<file path="src/hgc_pkg.sv">
// Shared constants, types and helper functions of the height gradient colorizer.
`default_nettype none

package hgc_pkg;

    // Sizes of the stop table and of the data path.
    localparam int MAX_STOPS     = 7;
    localparam int MIN_STOPS     = 2;
    localparam int NUM_STOP_REGS = 7;
    localparam int HEIGHT_BITS   = 16;
    localparam int IN_W          = 16;
    localparam int STOP_W        = 40;
    localparam int STOP_H_LSB    = 24;
    localparam int CHAN_W        = 8;
    localparam int NUM_CHAN      = 3;
    localparam int PIX_W         = NUM_CHAN * CHAN_W;
    localparam int COUNT_W       = 3;
    localparam int IDX_W         = $clog2(NUM_STOP_REGS);
    localparam int CFG_IDX_W     = $clog2(NUM_STOP_REGS + 1);

    // Fraction and divider layout.
    localparam int FRAC_BITS  = 16;
    localparam int DIV_STEP   = 2;
    localparam int DIV_STAGES = FRAC_BITS / DIV_STEP;
    localparam int DIFF_W     = CHAN_W + 1;
    localparam int PROD_W     = DIFF_W + FRAC_BITS + 1;

    // Configuration register indexes.
    localparam logic [CFG_IDX_W-1:0] CFG_STOP_COUNT = CFG_IDX_W'(0);
    localparam logic [CFG_IDX_W-1:0] CFG_STOP_FIRST = CFG_IDX_W'(1);

    // Reset values of the configuration.
    localparam logic [COUNT_W-1:0] COUNT_RESET = COUNT_W'(2);
    localparam logic [STOP_W-1:0]  STOP_RESET  = '0;
    localparam logic [STOP_W-1:0]  STOP1_RESET = '1;

    typedef logic [HEIGHT_BITS-1:0]                t_height;
    typedef logic [STOP_W-1:0]                     t_stop;
    typedef logic [NUM_STOP_REGS-1:0][STOP_W-1:0]  t_stop_arr;
    typedef logic [IDX_W-1:0]                      t_idx;
    typedef logic [FRAC_BITS-1:0]                  t_frac;
    // Pixel with red in element 0, green in 1, blue in 2.
    typedef logic [NUM_CHAN-1:0][CHAN_W-1:0]       t_pix;

    // Pair of stops that bound the selected segment.
    typedef struct packed {
        t_idx lo;
        t_idx hi;
    } t_seg_sel;

    // Height field of a stop register.
    function automatic t_height stop_height(input t_stop s);
        stop_height = s[STOP_H_LSB +: HEIGHT_BITS];
    endfunction

    // Colour of a stop register, red in the lowest element.
    function automatic t_pix stop_color(input t_stop s);
        t_pix c;
        c[0] = s[2*CHAN_W +: CHAN_W];
        c[1] = s[CHAN_W +: CHAN_W];
        c[2] = s[0 +: CHAN_W];
        stop_color = c;
    endfunction

endpackage

`default_nettype wire

</file>
<file path="src/height_gradient_colorizer.sv">
// Top level of the height gradient colorizer: configuration, pipeline and output buffer.
//
//  Channel   Direction  Payload (lowest bit first)               Handshake
//  s_axis    in         tdata[15:0] height                       tvalid / tready
//  m_axis    out        tdata[7:0] red, [15:8] green, [23:16] blue  tvalid / tready
//  cfg       in         i_cfg_idx register, i_cfg_data value     i_cfg_we
//
// One height is taken per cycle while s_axis_tready is high; the pixel for it passes
// 3 clamp and search stages, 8 divider stages, 3 blend stages and 1 output register.
// The divider resolves two fraction bits per stage, which sets the depth.
// Reset empties the pipeline and restores the default two-stop ramp.
// A stalled output holds in the output register; one more request goes into a
// skid register, and only then does the pipeline freeze and tready drop.
`default_nettype none

module height_gradient_colorizer (
    input  wire                           i_clk,
    input  wire                           i_rst_n,
    // Height samples.
    input  wire                           s_axis_tvalid,
    output logic                          s_axis_tready,
    input  wire [hgc_pkg::IN_W-1:0]       s_axis_tdata,   // [15:0] height
    // Colored pixels.
    output logic                          m_axis_tvalid,
    input  wire                           m_axis_tready,
    output logic [hgc_pkg::PIX_W-1:0]     m_axis_tdata,   // [7:0] red, [15:8] green, [23:16] blue
    // Configuration writes.
    input  wire                           i_cfg_we,
    input  wire [hgc_pkg::CFG_IDX_W-1:0]  i_cfg_idx,
    input  wire [hgc_pkg::STOP_W-1:0]     i_cfg_data
);

    logic [hgc_pkg::COUNT_W-1:0] r_count;
    hgc_pkg::t_stop_arr          r_stops;
    logic [hgc_pkg::COUNT_W-1:0] eff_count;
    hgc_pkg::t_idx               last_idx;
    logic                        ce;

    logic              seg_v, div_v, lerp_v;
    hgc_pkg::t_height  seg_num, seg_den;
    hgc_pkg::t_seg_sel seg_sel, div_sel;
    hgc_pkg::t_frac    div_frac;
    hgc_pkg::t_pix     lerp_pix;

    logic          r_out_v, r_skid_v;
    hgc_pkg::t_pix r_out_pix, r_skid_pix;

    // Configuration registers.
    always_ff @(posedge i_clk) begin
        if (!i_rst_n) begin
            r_count <= hgc_pkg::COUNT_RESET;
            for (int k = 0; k < hgc_pkg::NUM_STOP_REGS; k++) begin
                r_stops[k] <= (k == 1) ? hgc_pkg::STOP1_RESET : hgc_pkg::STOP_RESET;
            end
        end else if (i_cfg_we) begin
            if (i_cfg_idx == hgc_pkg::CFG_STOP_COUNT) begin
                r_count <= i_cfg_data[hgc_pkg::COUNT_W-1:0];
            end else if (i_cfg_idx >= hgc_pkg::CFG_STOP_FIRST) begin
                r_stops[hgc_pkg::IDX_W'(i_cfg_idx - hgc_pkg::CFG_STOP_FIRST)] <= i_cfg_data;
            end
        end
    end

    // Stop count in use, held between two and the maximum.
    always_comb begin
        if (r_count < hgc_pkg::COUNT_W'(hgc_pkg::MIN_STOPS)) begin
            eff_count = hgc_pkg::COUNT_W'(hgc_pkg::MIN_STOPS);
        end else if (r_count > hgc_pkg::COUNT_W'(hgc_pkg::MAX_STOPS)) begin
            eff_count = hgc_pkg::COUNT_W'(hgc_pkg::MAX_STOPS);
        end else begin
            eff_count = r_count;
        end
        last_idx = hgc_pkg::IDX_W'(eff_count - hgc_pkg::COUNT_W'(1));
    end

    // The pipeline advances unless the skid register is holding a pixel.
    assign ce            = !r_skid_v;
    assign s_axis_tready = ce;

    hgc_seg u_seg (
        .i_clk      (i_clk),
        .i_rst_n    (i_rst_n),
        .i_ce       (ce),
        .i_valid    (s_axis_tvalid),
        .i_height   (s_axis_tdata),
        .i_stops    (r_stops),
        .i_last_idx (last_idx),
        .o_valid    (seg_v),
        .o_num      (seg_num),
        .o_den      (seg_den),
        .o_sel      (seg_sel)
    );

    hgc_div u_div (
        .i_clk   (i_clk),
        .i_rst_n (i_rst_n),
        .i_ce    (ce),
        .i_valid (seg_v),
        .i_num   (seg_num),
        .i_den   (seg_den),
        .i_sel   (seg_sel),
        .o_valid (div_v),
        .o_frac  (div_frac),
        .o_sel   (div_sel)
    );

    hgc_lerp u_lerp (
        .i_clk   (i_clk),
        .i_rst_n (i_rst_n),
        .i_ce    (ce),
        .i_valid (div_v),
        .i_frac  (div_frac),
        .i_sel   (div_sel),
        .i_stops (r_stops),
        .o_valid (lerp_v),
        .o_pix   (lerp_pix)
    );

    // Output register and skid register control.
    always_ff @(posedge i_clk) begin
        if (!i_rst_n) begin
            r_out_v  <= 1'b0;
            r_skid_v <= 1'b0;
        end else if (r_skid_v) begin
            if (m_axis_tready) begin
                r_skid_v <= 1'b0;
            end
        end else if (!r_out_v || m_axis_tready) begin
            r_out_v <= lerp_v;
        end else if (lerp_v) begin
            r_skid_v <= 1'b1;
        end
    end

    // Output register and skid register payload.
    always_ff @(posedge i_clk) begin
        if (r_skid_v) begin
            if (m_axis_tready) begin
                r_out_pix <= r_skid_pix;
            end
        end else if (!r_out_v || m_axis_tready) begin
            r_out_pix <= lerp_pix;
        end else begin
            r_skid_pix <= lerp_pix;
        end
    end

    assign m_axis_tvalid = r_out_v;
    assign m_axis_tdata  = r_out_pix;

endmodule

`default_nettype wire

</file>
<file path="src/hgc_seg.sv">
// Clamp of the height and search for the gradient segment that holds it.
`default_nettype none

module hgc_seg (
    input  wire                  i_clk,
    input  wire                  i_rst_n,
    input  wire                  i_ce,
    input  wire                  i_valid,
    input  wire [hgc_pkg::IN_W-1:0] i_height,
    input  hgc_pkg::t_stop_arr   i_stops,
    input  hgc_pkg::t_idx        i_last_idx,
    output logic                 o_valid,
    output hgc_pkg::t_height     o_num,
    output hgc_pkg::t_height     o_den,
    output hgc_pkg::t_seg_sel    o_sel
);

    localparam int NSEG = hgc_pkg::NUM_STOP_REGS - 1;

    hgc_pkg::t_height heights [hgc_pkg::NUM_STOP_REGS];

    logic             r_a_v, r_b_v, r_c_v;
    hgc_pkg::t_height r_a_h, n_a_h;
    hgc_pkg::t_height r_b_h;
    logic [NSEG-1:0]  r_b_hit, n_b_hit;
    hgc_pkg::t_height r_c_num, n_c_num;
    hgc_pkg::t_height r_c_den, n_c_den;
    hgc_pkg::t_seg_sel r_c_sel, n_c_sel;

    // Stop heights taken out of the stop registers.
    always_comb begin
        for (int k = 0; k < hgc_pkg::NUM_STOP_REGS; k++) begin
            heights[k] = hgc_pkg::stop_height(i_stops[k]);
        end
    end

    // Stage A: clamp to the first and last stop heights.
    always_comb begin
        hgc_pkg::t_height h;
        hgc_pkg::t_height top;
        h   = i_height[hgc_pkg::HEIGHT_BITS-1:0];
        top = heights[i_last_idx];
        if (h < heights[0]) begin
            h = heights[0];
        end
        if (h > top) begin
            h = top;
        end
        n_a_h = h;
    end

    // Stage B: one compare pair per segment in use.
    always_comb begin
        for (int j = 0; j < NSEG; j++) begin
            n_b_hit[j] = (hgc_pkg::IDX_W'(j) < i_last_idx) &&
                         (r_a_h >= heights[j]) && (r_a_h < heights[j+1]);
        end
    end

    // Stage C: the first hit wins; with no hit both bounds are the last stop.
    always_comb begin
        hgc_pkg::t_idx lo;
        hgc_pkg::t_idx hi;
        lo = i_last_idx;
        hi = i_last_idx;
        for (int j = NSEG - 1; j >= 0; j--) begin
            if (r_b_hit[j]) begin
                lo = hgc_pkg::IDX_W'(j);
                hi = hgc_pkg::IDX_W'(j + 1);
            end
        end
        n_c_sel.lo = lo;
        n_c_sel.hi = hi;
        n_c_num    = r_b_h - heights[lo];
        n_c_den    = heights[hi] - heights[lo];
    end

    // Valid bits of the three stages.
    always_ff @(posedge i_clk) begin
        if (!i_rst_n) begin
            r_a_v <= 1'b0;
            r_b_v <= 1'b0;
            r_c_v <= 1'b0;
        end else if (i_ce) begin
            r_a_v <= i_valid;
            r_b_v <= r_a_v;
            r_c_v <= r_b_v;
        end
    end

    // Payload of the three stages.
    always_ff @(posedge i_clk) begin
        if (i_ce) begin
            r_a_h   <= n_a_h;
            r_b_h   <= r_a_h;
            r_b_hit <= n_b_hit;
            r_c_num <= n_c_num;
            r_c_den <= n_c_den;
            r_c_sel <= n_c_sel;
        end
    end

    assign o_valid = r_c_v;
    assign o_num   = r_c_num;
    assign o_den   = r_c_den;
    assign o_sel   = r_c_sel;

endmodule

`default_nettype wire

</file>
<file path="src/hgc_div.sv">
// Pipelined restoring divider that forms the segment fraction, two bits a stage.
`default_nettype none

module hgc_div (
    input  wire                  i_clk,
    input  wire                  i_rst_n,
    input  wire                  i_ce,
    input  wire                  i_valid,
    input  hgc_pkg::t_height     i_num,
    input  hgc_pkg::t_height     i_den,
    input  hgc_pkg::t_seg_sel    i_sel,
    output logic                 o_valid,
    output hgc_pkg::t_frac       o_frac,
    output hgc_pkg::t_seg_sel    o_sel
);

    localparam int NS = hgc_pkg::DIV_STAGES;
    localparam int HB = hgc_pkg::HEIGHT_BITS;

    logic [NS-1:0]     r_v;
    hgc_pkg::t_height  r_rem [NS];
    hgc_pkg::t_height  n_rem [NS];
    hgc_pkg::t_height  r_den [NS];
    hgc_pkg::t_frac    r_q   [NS];
    hgc_pkg::t_frac    n_q   [NS];
    hgc_pkg::t_seg_sel r_sel [NS];

    // Each stage shifts the remainder and subtracts the divisor where it fits.
    // In a found segment the numerator is below the divisor, so the quotient fits the fraction.
    always_comb begin
        logic [HB:0]      rem2;
        hgc_pkg::t_height rem;
        hgc_pkg::t_height den;
        hgc_pkg::t_frac   q;
        for (int s = 0; s < NS; s++) begin
            if (s == 0) begin
                rem = i_num;
                den = i_den;
                q   = '0;
            end else begin
                rem = r_rem[s-1];
                den = r_den[s-1];
                q   = r_q[s-1];
            end
            for (int b = 0; b < hgc_pkg::DIV_STEP; b++) begin
                rem2 = {rem, 1'b0};
                if (rem2 >= {1'b0, den}) begin
                    rem2 = rem2 - {1'b0, den};
                    q    = {q[hgc_pkg::FRAC_BITS-2:0], 1'b1};
                end else begin
                    q    = {q[hgc_pkg::FRAC_BITS-2:0], 1'b0};
                end
                rem = rem2[HB-1:0];
            end
            n_rem[s] = rem;
            n_q[s]   = q;
        end
    end

    // Valid bits travel with the stages.
    always_ff @(posedge i_clk) begin
        if (!i_rst_n) begin
            r_v <= '0;
        end else if (i_ce) begin
            r_v <= {r_v[NS-2:0], i_valid};
        end
    end

    // Remainder, divisor, partial quotient and segment bounds.
    always_ff @(posedge i_clk) begin
        if (i_ce) begin
            for (int s = 0; s < NS; s++) begin
                r_rem[s] <= n_rem[s];
                r_q[s]   <= n_q[s];
                if (s == 0) begin
                    r_den[s] <= i_den;
                    r_sel[s] <= i_sel;
                end else begin
                    r_den[s] <= r_den[s-1];
                    r_sel[s] <= r_sel[s-1];
                end
            end
        end
    end

    assign o_valid = r_v[NS-1];
    assign o_frac  = r_q[NS-1];
    assign o_sel   = r_sel[NS-1];

endmodule

`default_nettype wire

</file>
<file path="src/hgc_lerp.sv">
// Linear blend of the two segment colours by the fraction, in three stages.
`default_nettype none

module hgc_lerp (
    input  wire                  i_clk,
    input  wire                  i_rst_n,
    input  wire                  i_ce,
    input  wire                  i_valid,
    input  hgc_pkg::t_frac       i_frac,
    input  hgc_pkg::t_seg_sel    i_sel,
    input  hgc_pkg::t_stop_arr   i_stops,
    output logic                 o_valid,
    output hgc_pkg::t_pix        o_pix
);

    localparam int NC = hgc_pkg::NUM_CHAN;
    localparam int CW = hgc_pkg::CHAN_W;
    localparam int DW = hgc_pkg::DIFF_W;
    localparam int PW = hgc_pkg::PROD_W;
    localparam int FB = hgc_pkg::FRAC_BITS;

    logic                 r1_v, r2_v, r3_v;
    hgc_pkg::t_pix        r1_c0, r2_c0;
    hgc_pkg::t_frac       r1_f;
    logic signed [DW-1:0] r1_diff [NC];
    logic signed [DW-1:0] n1_diff [NC];
    logic signed [PW-1:0] r2_prod [NC];
    logic signed [PW-1:0] n2_prod [NC];
    hgc_pkg::t_pix        r3_pix, n3_pix;
    hgc_pkg::t_pix        c0, c1;

    // Stage 1: fetch both colours and form the channel differences.
    always_comb begin
        c0 = hgc_pkg::stop_color(i_stops[i_sel.lo]);
        c1 = hgc_pkg::stop_color(i_stops[i_sel.hi]);
        for (int ch = 0; ch < NC; ch++) begin
            n1_diff[ch] = $signed({1'b0, c1[ch]}) - $signed({1'b0, c0[ch]});
        end
    end

    // Stage 2: signed difference times the unsigned fraction.
    always_comb begin
        logic signed [PW-1:0] d;
        logic signed [PW-1:0] f;
        for (int ch = 0; ch < NC; ch++) begin
            d = PW'(r1_diff[ch]);
            f = $signed({{(PW-FB){1'b0}}, r1_f});
            n2_prod[ch] = d * f;
        end
    end

    // Stage 3: add the base colour and drop the fraction bits.
    // The sum never goes negative, since the fraction stays below one.
    always_comb begin
        logic signed [PW-1:0] total;
        for (int ch = 0; ch < NC; ch++) begin
            total = $signed({{(PW-CW-FB){1'b0}}, r2_c0[ch], {FB{1'b0}}}) + r2_prod[ch];
            n3_pix[ch] = total[FB +: CW];
        end
    end

    // Valid bits of the three stages.
    always_ff @(posedge i_clk) begin
        if (!i_rst_n) begin
            r1_v <= 1'b0;
            r2_v <= 1'b0;
            r3_v <= 1'b0;
        end else if (i_ce) begin
            r1_v <= i_valid;
            r2_v <= r1_v;
            r3_v <= r2_v;
        end
    end

    // Payload of the three stages.
    always_ff @(posedge i_clk) begin
        if (i_ce) begin
            r1_c0  <= c0;
            r1_f   <= i_frac;
            r1_diff <= n1_diff;
            r2_c0  <= r1_c0;
            r2_prod <= n2_prod;
            r3_pix <= n3_pix;
        end
    end

    assign o_valid = r3_v;
    assign o_pix   = r3_pix;

endmodule

`default_nettype wire
</file>
<file path="config.mk">
export PLATFORM = sky130hd
export DESIGN_NAME = height_gradient_colorizer
export DESIGN_NICKNAME = d
export VERILOG_FILES = /design/src/hgc_pkg.sv /design/src/height_gradient_colorizer.sv /design/src/hgc_seg.sv /design/src/hgc_div.sv /design/src/hgc_lerp.sv
export SDC_FILE = /design/constraint.sdc
export NUM_CORES = 2
export LEC_CHECK = 0
export BUFFER_PORTS_ARGS = -buffer_cell sky130_fd_sc_hd__buf_2
export CAP_MARGIN = 5
export CORE_UTILIZATION = 35
export DETAILED_ROUTE_END_ITERATION = 10
export PLACE_DENSITY = 0.49
export SLEW_MARGIN = 0
export SYNTH_ARGS = -nofsm -noshare
export SYNTH_HDL_FRONTEND = slang
export SYNTH_SLANG_ARGS = --single-unit
</file>
<file path="constraint.sdc">
create_clock -name i_clk -period 13.98 [get_ports i_clk]
set_input_delay 0.699 -clock i_clk [delete_from_list [all_inputs] [get_ports i_clk]]
set_output_delay 0.699 -clock i_clk [all_outputs]
set_load 0.01 [all_outputs]
</file>
# Word-level counts from Yosys, hierarchy flattened
# Memory sizes are Yosys's and may differ from the RTL's. A register that Yosys moved wholly into a read port is not among the register bits.
# Cells that the tools add are included.
# Widths: inputs -> output; s select.
[classes]
n_mux = 72
n_bitwise = 6
eq_ne = 1
magnitude_cmp = 46
reduce_logical = 24
mul = 3
n_addsub = 26
[ops]
columns = ["op", "n"]
rows = [
  ["$mux 16", 24],
  ["$sub 16x16->16", 18],
  ["$bwmux 280", 1],
  ["$ge 17x16->1", 16],
  ["$bmux 40 s3", 2],
  ["$bmux 16 s3", 3],
  ["$demux 40 s3", 1],
  ["$mux 24", 5],
  ["$lt 16x16->1", 7],
  ["$ge 16x16->1", 6],
  ["$add 24x24->24", 3],
  ["$mul 9x17->24", 3],
  ["$mux 3", 14],
  ["$mux 40", 1],
  ["$sub 8x8->9", 3],
  ["$mux 1", 21],
  ["$gt 16x16->1", 1],
  ["$logic_and 1x1->1", 13],
  ["$ge 4x4->1 const B", 3],
  ["$lt 3x4->1 const B", 3],
  ["$not 3->4", 3],
  ["$reduce_and 2->1", 4],
  ["$ge 3x1->1 const B", 2],
  ["$lt 1x3->1 const A", 2],
  ["other kinds (12)", 19],
]
[word_totals]
wordCells = 227
ram_bits = 432
memories = 4
in_bits = 64
regBits = 594
out_inout_bits = 26
[mem_list]
columns = ["name", "depth", "word_bits", "rd", "rd_clocked_by_memory_dff", "write_ports", "line", "source"]
rows = [
  ["u_div.r_den", 8, 16, 7, 0, 8, "hgc_div.sv:23", "hgc_pkg::t_height r_den [NS];"],
  ["u_div.r_q", 8, 16, 8, 1, 8, "hgc_div.sv:24", "hgc_pkg::t_frac r_q [NS];"],
  ["u_div.r_rem", 8, 16, 7, 0, 8, "hgc_div.sv:21", "hgc_pkg::t_height r_rem [NS];"],
  ["u_div.r_sel", 8, 6, 8, 0, 8, "hgc_div.sv:26", "hgc_pkg::t_seg_sel r_sel [NS];"],
]

# Depth between registers and ports, before layout
[depth]
depth_word = 15
depth_mapped = 24

# By module
# A second synthesis with hierarchy kept.
[unflattened]
cells_unflattened = 6802
hier_area_um2 = 68289.2
[by_module_without_submodules]
columns = ["mod", "cells_per_inst", "instances", "area_each_um2"]
rows = [
  ["hgc_div", 2383, 1, 25381.8],
  ["hgc_lerp", 2053, 1, 21121.5],
  ["height_gradient_colorizer", 1134, 1, 11378.4],
  ["hgc_seg", 1232, 1, 10407.5],
]

# Least setup slack after synthesis
# Ideal clock, no wire load.
[synth_path]
path_kind = "flip-flop to flip-flop"
start = "reg r_skid_v"
end = "reg r_skid_pix[0] (netlist bit) (enable)"
t_arrival_ps = 13345
synth_period_minus_slack_ps = 13728
setup_time_ps = 384
slack_ps = 252
path_stages_with_launch = 5
t_required_ps = 13596
path_cell_list = "dfxtp_1 > clkbuf_1 > clkbuf_1 > inv_1 > and3_1"
[synth_via]
elab_chain_len = 2
[synth_lines]
columns = ["item", "line", "source"]
rows = [
  ["from (decl)", "height_gradient_colorizer.sv:45", "logic r_out_v, r_skid_v;"],
  ["from (signal assigned)", "height_gradient_colorizer.sv:123", "r_skid_v <= 1'b0;"],
  ["from (signal assigned)", "height_gradient_colorizer.sv:126", "r_skid_v <= 1'b0;"],
  ["from (signal assigned)", "height_gradient_colorizer.sv:131", "r_skid_v <= 1'b1;"],
  ["$not 1->1 (no line)", "n/a", ""],
  ["$reduce_and 2->1 (no line)", "n/a", ""],
  ["to (signal assigned)", "height_gradient_colorizer.sv:144", "r_skid_pix <= lerp_pix;"],
  ["to (decl)", "height_gradient_colorizer.sv:46", "hgc_pkg::t_pix r_out_pix, r_skid_pix;"],
]
# Every way passes these cells.
# A chain may end at the register's enable or synchronous reset.

==> reports/metrics.cfg <==
[timing]
fin_skew_ns = 0.0439
setup_tns_ns = 0
slew_viol_final = 0
hold_viol = 0
fin_crit_sh = 0.484
fmax_ghz = 0.148
worst_pin_slew_ns = 1.14
setup_viol = 0
slew_headroom = 0.240
rsz0062_at_grt = no
period_needed_ns = 6.77

[die]
start_util = 0.353
die_y_um = 440
fp-row-count = 160
core_um2 = 190000
die_x_um = 440
dieArea_um2 = 194000
io_pins = 90

[setup_path]
r2r-end = u_div.r_rem[1][3]
crit_path_start = u_div.r_den[1][1]
cp_cell_sequence = inv_1, ha_1, nor2b_1, o31a_1, o41a_1, a221o_1, a211oi_1, o21a_1, mux2_2, ha_1, o21ai_0, a21oi_1, nor2_1, o21ai_0, o41ai_1, o21ai_0, a21oi_1, o21a_1, mux2_2
crit_required_ns = 14.47
slowest_stage = o21a_1
critPathMaxStageDelay_ns = 0.82
reg2reg_slack_ns = 7.21
cpMostUsedCell = o21ai_0
worstSetupPathType = reg2reg
cp-start-kind = flop
endpoint_kind = flop
arrival_ns = 7.25
r2r_cells = 19
rr_startpoint = u_div.r_den[1][1]
path_max_fanout = 28

[global_routing]
grt_pass1_vias = 49800
grt_pass1_wl_um = 293000
antenna_found_initial = 19
overflow = 0
grt_start_max_net_pins = 179
grt_usage = 0.194

[drt]
via_per_inst = 5.24
dr_total_vias = 49000
initialDrtViolationCount = 3353
dr.pass1.iters = 7
wl_um = 189000
final_antenna_net_count = 0
drc = 0
wl_per_cell_um = 20.2

[synth]
ys_seq_area_frac = 0.361
yosysWarnings = 0
synth_top_area_frac = 0.271
synth-xor-area-share = 0.0370
synth-compound-area-share = 0.137
ys_top_cells_by_count = nand2_1 (1061), ha_1 (633), edfxtp_1 (607)
synth-simple-area-share = 0.134
avgSynthCellArea_um2 = 9.94
synth_adder_area_share = 0.210
synth_top_family_by_area = adder cells
syn_inst = 6754
syn-num-nets = 7761
synthFlopType = edfxtp_1
synthArstFlopShare = 0
ys_seq_elements = 906
yosysMostFrequentCell = nand2_1
synth_cell_types = 86
yosys.area.top_type = edfxtp_1
synthMuxAreaShare = 0.0727
synth-edff-count = 607
netlist_area_um2 = 67200
ys_top_cells_by_area = edfxtp_1 (27%), ha_1 (12%), fa_1 (9.2%)

[clock_network]
clk_pin_slew_ns = 0.06
cts.sinks = 906
hold_buffers = 0
clock-root-buffer = clkbuf_16
worstSkewPairLatency_ns = 0.74
tritoncts = done
cts_resized = 0
post-cts-setup-buffer-count = 0
numCtsBuffers = 105
clock_path_buffers = 3
cts_max_level = 3

[final_layout]
seq_area_um2 = 24200
nets = 7747
multi_input_area_um2 = 39800
postLayoutCellArea_um2 = 73800
syn2layout_area_growth_pct = 9.85
post_route_cells_drive_above_1_share = 0.0902
fillers = 18800

[placement]
dpl.hpwl_um = 135000
place_area_um2 = 70300
port_buffers = 89
place.gp.congestion = 0.888

[run]
cap_violations = 0

[worst_hold_path]
hold-path-endpoint = r_skid_v
min_path_type = in2reg
min_path_cells = 2
min-delay-start = m_axis_tready

[status]
status = finished, final reports clean

==> routing by layer <==
layer  GRT usage  vias to the layer above  wire (um)
li1            -                    23600          -
met1       0.253                    24100      84500
met2       0.333                      988      91400
met3      0.0194                      298       6470
met4      0.0671                        2       6530
met5           0                        -         11
==> layout make-up <==
type | instances | area share
diodes | 7 | 0.000237
inverters | 574 | 0.0293
multi-input cells | 4992 | 0.540
repair buffers | 161 | 0.0136
clock buffers | 147 | 0.0390
clock inverters | 49 | 0.00741
flip-flops and latches | 906 | 0.328
well taps | 2511 | 0.0426
==> flip-flops by register name, summed over array words and instances (netlist names), 24 cells and up <==
signal	cells
m_axis_tdata	24
r_skid_pix	24
r_stops	280
u_div.r_den	112
u_div.r_q	72
u_div.r_rem	112
u_div.r_sel	48
u_lerp.o_pix	24
u_lerp.r1_c0	24
u_lerp.r1_diff	27
u_lerp.r2_c0	24
u_lerp.r2_prod	24
==> worst max-delay path: cells and delay by family (launching register included) <==
kind	cells	cell delay, ns
DFF	1	0.43
and+or+nand+nor	2	0.28
AOI/OAI and AO/OA	12	4.16
buffers and inverters	1	0.14
muxes	2	0.86
adders and majority gates	2	0.59
==> how the worst max path moves through the flow <==
stage | to | slack, ns | depth (start not counted)
final | u_div.r_rem[1][3] | 7.21 | 19
after global routing | u_div.r_rem[1][3] | 6.67 | 19
after CTS | u_div.r_rem[1][3] | 7.20 | 19
after detailed placement | u_div.r_rem[1][15] | 7.22 | 19
after global placement | u_div.r_rem[1][2] | 7.23 | 19
after floorplan | r_skid_pix[0] | 0.25 | 4
==> metrics by stage <==
step           cells  hold slack, ns   util  setup WS (ns)
2_1_floorplan   6754           0.400      -          0.252
3_3_place_gp    9144           0.400  0.369           7.23
3_5_place_dp    9144           0.405  0.369           7.22
4_1_cts         9340          0.0758  0.387           7.20
5_1_grt         9346          0.0933  0.388           6.67
6_report        9347           0.133  0.388           7.21
==> layout by cell type, fill, tap and decap left out, types with 35 or more instances in the layout <==
cell / count
a21boi_0: 251
a21o_1: 138
a21oi_1: 283
and2_1: 216
buf_2: 88
buf_4: 71
clkbuf_16: 106
dfxtp_1: 298
edfxtp_1: 607
fa_1: 310
ha_1: 633
inv_1: 573
mux2_2: 192
mux2i_1: 152
mux4_2: 48
nand2_1: 1061
nand2b_1: 47
nand3_1: 62
nand4_1: 56
nor2_1: 231
nor2b_1: 112
nor3_1: 81
o21a_1: 66
o21ai_0: 313
o21bai_1: 35
xnor2_1: 202
xor2_1: 82
==> cells by family (layout without fill, tap and decap cells) <==
family                     Yosys count  after routing
and+or+nand+nor                   1979           1979
AOI/OAI and AO/OA                 1386           1386
adders and majority gates          943            943
DFF                                906            906
buffers and inverters              856            931
muxes                              400            400
xor gates and xnor gates           284            284
other                                0              7
Power is not shown: default switching activity piles up to over one toggle a cycle in this logic, so the estimate is an artifact.
